[src/rtl/core/scba_pkg.sv]
// ----------------------------------------------------------------------------
// scba_pkg
// Shared types and constants for the size class block allocator.
// ----------------------------------------------------------------------------
package scba_pkg;

	localparam int HEAPS_DEF      = 4;
	localparam int MAX_CLASS_DEF  = 15;
	localparam int POOL_PAGES_DEF = 8;
	localparam int MIN_CLASS_DEF  = 3;

	localparam logic [1:0] ST_ALLOC   = 2'd0;
	localparam logic [1:0] ST_TOO_BIG = 2'd1;
	localparam logic [1:0] ST_OOM     = 2'd2;
	localparam logic [1:0] ST_FREED   = 2'd3;

	typedef enum logic [3:0] {
		S_IDLE,
		S_FREE_RD,
		S_FREE_WR,
		S_AL_CHECK,
		S_REFILL,
		S_POP_RD,
		S_POP_WR,
		S_NEXT_HEAP,
		S_RESP
	} state_t;

	// controller to datapath
	typedef struct packed {
		logic load;       // capture the request
		logic head_rd;    // read head of the current list
		logic link_wr;    // write next_link[slot] = head
		logic head_set;   // head = slot, valid
		logic link_rd;    // read next_link[head]
		logic head_pop;   // head = link read
		logic refill_init;
		logic refill_step;
		logic next_heap;
		logic set_ok;
		logic set_oom;
	} cmd_t;

	// datapath to controller
	typedef struct packed {
		logic is_free;
		logic free_ok;
		logic too_big;
		logic head_valid;
		logic pool_left;
		logic refill_last;
		logic last_heap;
	} sts_t;

endpackage

[src/rtl/core/scba_ctrl.sv]
// ----------------------------------------------------------------------------
// scba_ctrl
// Sequencer for allocate, free and page refill.
// ----------------------------------------------------------------------------
module scba_ctrl (
	input  logic           clk,
	input  logic           arst_n,
	input  logic           in_valid,
	output logic           in_ready,
	output logic           out_valid,
	input  logic           out_ready,
	input  scba_pkg::sts_t sts,
	output scba_pkg::cmd_t cmd
);
	import scba_pkg::*;

	state_t state_q, state_d;

	always_ff @(posedge clk or negedge arst_n) begin
		if (!arst_n) state_q <= S_IDLE;
		else state_q <= state_d;
	end

	always_comb begin
		state_d   = state_q;
		cmd       = '0;
		in_ready  = 1'b0;
		out_valid = 1'b0;
		case (state_q)
			S_IDLE: begin
				in_ready = 1'b1;
				if (in_valid) begin
					cmd.load = 1'b1;
					state_d  = S_FREE_RD;
				end
			end
			S_FREE_RD: begin
				if (sts.is_free) begin
					if (sts.free_ok) begin
						cmd.head_rd = 1'b1;
						state_d     = S_FREE_WR;
					end else state_d = S_RESP;
				end else if (sts.too_big) state_d = S_RESP;
				else begin
					cmd.head_rd = 1'b1;
					state_d     = S_AL_CHECK;
				end
			end
			S_FREE_WR: begin
				cmd.link_wr  = 1'b1;
				cmd.head_set = 1'b1;
				state_d      = S_RESP;
			end
			S_AL_CHECK: begin
				if (sts.head_valid) begin
					cmd.link_rd = 1'b1;
					state_d     = S_POP_RD;
				end else if (sts.pool_left) begin
					cmd.refill_init = 1'b1;
					state_d         = S_REFILL;
				end else state_d = S_NEXT_HEAP;
			end
			S_REFILL: begin
				cmd.refill_step = 1'b1;
				cmd.link_wr     = 1'b1;
				cmd.head_set    = 1'b1;
				if (sts.refill_last) state_d = S_AL_CHECK;
			end
			S_POP_RD: begin
				state_d = S_POP_WR;
			end
			S_POP_WR: begin
				cmd.head_pop = 1'b1;
				cmd.set_ok   = 1'b1;
				state_d      = S_RESP;
			end
			S_NEXT_HEAP: begin
				if (sts.last_heap) begin
					cmd.set_oom = 1'b1;
					state_d     = S_RESP;
				end else begin
					cmd.next_heap = 1'b1;
					state_d       = S_FREE_RD;
				end
			end
			S_RESP: begin
				out_valid = 1'b1;
				if (out_ready) state_d = S_IDLE;
			end
			default: state_d = S_IDLE;
		endcase
	end

`ifndef NO_ASSERTIONS
	a_no_accept_busy: assert property (@(posedge clk) disable iff (!arst_n)
		in_ready |-> !out_valid) else $error("accept while holding result");
	a_refill_ends: assert property (@(posedge clk) disable iff (!arst_n)
		(state_q == S_REFILL && sts.refill_last) |=> state_q == S_AL_CHECK)
		else $error("refill did not return to check");
	a_pop_valid: assert property (@(posedge clk) disable iff (!arst_n)
		state_q == S_POP_RD |-> $past(sts.head_valid)) else $error("pop of empty list");
`endif
endmodule

[config.mk]
export PLATFORM = sky130hd
export DESIGN_NAME = scba_ctrl
export DESIGN_NICKNAME = d
export VERILOG_FILES = /design/src/rtl/core/scba_pkg.sv /design/src/rtl/core/scba_ctrl.sv
export SDC_FILE = /design/constraint.sdc
export NUM_CORES = 1
export LEC_CHECK = 0
export ABC_AREA = 1
export BUFFER_PORTS_ARGS = -buffer_cell sky130_fd_sc_hd__buf_2
export CAP_MARGIN = 0
export CORE_AREA = 2 2 39 41
export DETAILED_ROUTE_END_ITERATION = 16
export DIE_AREA = 0 0 41 43
export GPL_TIMING_DRIVEN = 0
export SYNTH_ARGS = -nofsm -noshare
export SYNTH_HDL_FRONTEND = slang
export SYNTH_SLANG_ARGS = --single-unit
[constraint.sdc]
create_clock -name clk -period 3.3 [get_ports clk]
set_clock_uncertainty 0.15 [all_clocks]
set_input_delay 0.495 -clock clk [delete_from_list [all_inputs] [get_ports clk]]
set_output_delay 0.495 -clock clk [all_outputs]
set_load 0.01 [all_outputs]
==> run_results.csv <==
group,metric,value,unit
outcome,status,"finished clean",
clocking,post_cts_resized,0,
layout,nets,110,
logic_synthesis,synth_top_family_by_area,"simple AND/OR/NAND/NOR gates",
grt,met2_usage,0.225,
layout,reg_top3,"state_q x4",
drt,wl_per_cell,9.32,um
drt,wl,1.05,mm
logic_synthesis,ys_seq_area_frac,0.244,
worst_setup_path,criticalPathCategory,"flop to output pin",
worst_setup_path,crit_arrival,1.40,ns
placement,portBuffers,23,
timing,finalCritPeriodShare,0.621,
drt,antenna_left,0,
power,p_per_area,784,mW/mm^2
placement,dp.cells,109,
power,power.internal,0.000220,W
logic_synthesis,syn_nets,81,
die,row_count,14,
layout,drive_above_1_share,0.381,
logic_synthesis,synth_mux_area_frac,0,
drt,drc,0,
power,comb_power_share,0.641,
timing,period_needed,2.05,ns
placement,place_congestion,0.834,
power,leakagePower,0.386,nW
worst_setup_path,cp_max_fo,5,
die,die-area,0.00176,mm^2
timing,final-hold-violation-count,0,
die,pin_count,24,
clocking,htree_levels,1,
power,ir_drop,0.277,mV
drt,vias,518,
layout,largest_register_ffs,4,
grt,met3_usage,0.0524,
power,pwr-share-seq,0.227,
grt,grtUsageMet1,0.199,
clocking,path_clk_slew,0.04,ns
clocking,numCtsBuffers,3,
grt,antenna_found_initial,0,
die,die_y,43,um
run,cap_violations,0,
drt,viasPerCell,4.58,
drt,first_iter_violations,9,
timing,setup_ws,1.25,ns
worst_setup_path,r2r_slack,1.95,ns
logic_synthesis,synth_cell_types,16,
timing,clock.fmax,488,MHz
die,die_w,41,um
layout,layoutNonFillerInstCount,113,
timing,slew_violations,0,
logic_synthesis,avgSynthCellArea,5.86,um^2
logic_synthesis,synth_cells,70,
grt,busiest_layer,"met2",
layout,n_antenna_cell,0,
timing,tns,0,ns
power,pwr-share-clk,0.132,
logic_synthesis,yosys_warnings,0,
grt,grt_pass1_wl,1.86,mm
clocking,cts_tree,"yes",
grt,grt-ovfl-total,0,
logic_synthesis,synth-compound-area-share,0.0488,
logic_synthesis,synthAdderAreaFrac,0,
timing,report.final.setup_viol,0,
worst_setup_path,end_kind,"output pin",
timing,rsz0062_at_grt,"false",
clocking,post_cts_buffers,0,
layout,area_growth,40.9,%
placement,dp_hpwl,865,um
clocking,clockBufferDepth,2,
hold_path,hp-class,"input pin to async pin",
clocking,clock_sinks,4,
grt,grt_max_degree,7,
die,core-area,0.00138,mm^2
die,initial_core_util,0.297,
placement,pre_cts_ws,1.49,ns
worst_setup_path,required,2.65,ns
power,swShare,0.515,
grt,grt_usage,0.150,
logic_synthesis,netlist_area,410,um^2
clocking,clk_latency,0.23,ns
layout,regMostFlops,"state_q",
logic_synthesis,synth-xor-area-share,0,
timing,slew_headroom,0.809,
logic_synthesis,yosys.area_share.simple,0.524,
grt,grt_pass1_vias,469,
worst_setup_path,cp-start-kind,"flop",
logic_synthesis,ys_seq_elements,4,
timing,tightestPinTransition,0.284,ns
clocking,cts-root-buf,"clkbuf_4",
power,power_switching,0.000234,W
drt,dr.pass1.iters,4,
[critical path, stage by stage, from the launching register on]
cell and delay, ns:
dfrtp_1 0.42, inv_2 0.12, nand2_2 0.08, o31ai_1 0.27, buf_4 0.16, buf_2 0.11
[area by class of cell]
type,count,area (um^2)
Clock buffer,3,22.5
Fill cell,159,806
Buffer,2,15.0
Inverter,16,60.1
Timing Repair Buffer,24,125
Tap cell,16,20.0
Multi-Input combinational cell,48,235
Sequential cell,4,100
[layout by cell type (no fill, tap or decap)]
master,instances
clkbuf_4,3
buf_2,23
nand4_1,1
inv_2,3
o31ai_1,1
nand3b_1,2
nor2_4,1
nor2_1,11
inv_1,13
dfrtp_1,4
o21ai_0,1
nand2_1,12
nor2_2,3
buf_4,2
nor3_1,3
dlygate4sd3_1,1
o211ai_1,1
nand3_1,10
nand2_2,2
[power by group through the flow]
| stage | clock, W | sequential (W) | combinational (W) |
|---|---|---|---|
| floorplan | 0 | 0.0000968 | 0.000207 |
| global placement | 0 | 0.000103 | 0.000286 |
| detailed placement | 0 | 0.000103 | 0.000285 |
| CTS | 0.0000614 | 0.000103 | 0.000287 |
| global route | 0.0000663 | 0.000108 | 0.000333 |
| finish | 0.0000598 | 0.000103 | 0.000291 |
[kinds of logic (layout without fill, tap and decap cells)]
kind of cell           count (synthesis)  count (layout)
buffers and inverters                 18              45
AO/OA/AOI/OAI                          3               3
AND/OR/NAND/NOR                       45              45
flip-flops                             4               4
[synth_stat cells (all sizes together)]
| cell | number | area (um^2) |
|---|---|---|
| o211ai | 1 | 7.51 |
| nand3b | 2 | 15.0 |
| nand2 | 14 | 57.6 |
| o21ai | 1 | 5.00 |
| dfrtp | 4 | 100 |
| nand3 | 10 | 50.1 |
| nor2 | 15 | 71.3 |
| nand4 | 1 | 6.26 |
| o31ai | 1 | 7.51 |
| inv | 16 | 60.1 |
| nor3 | 3 | 15.0 |
| buf | 2 | 15.0 |
[routing by layer]
layer  part of all wire  up-vias
li1                   -      272
met3               0.11        0
met1               0.45      215
met4                  0        0
met2               0.44       31
met5                  0        -
[metrics by stage]
stage	hold WS (ns)	power, W	utilization	instance area [um^2]
global route	0.450	0.000507	0.418	578
CTS	0.440	0.000451	0.418	578
finish	0.445	0.000453	0.418	578
detailed placement	0.151	0.000389	0.394	546
global placement	0.150	0.000389	0.394	546
floorplan	0.0494	0.000304	-	410
[final timing paths]
path	startpoint	end	cells past startpoint
worst max-delay path	state_q[3]	cmd[8]	5
max in group asynchronous	arst_n	state_q[0]	2
worst max register to register	state_q[1]	state_q[1]	6
worst min-delay path	arst_n	state_q[2]	2
worst min register to register	state_q[1]	state_q[3]	2
min in group clk	sts[0]	state_q[3]	3
[timing repair]
item | CTS | global route
setup endpoints to repair | 0 | 0
hold buffers | 1 | 0
endpoints found under the hold margin | 4 | 0
Power figures use the tool's default switching activity.
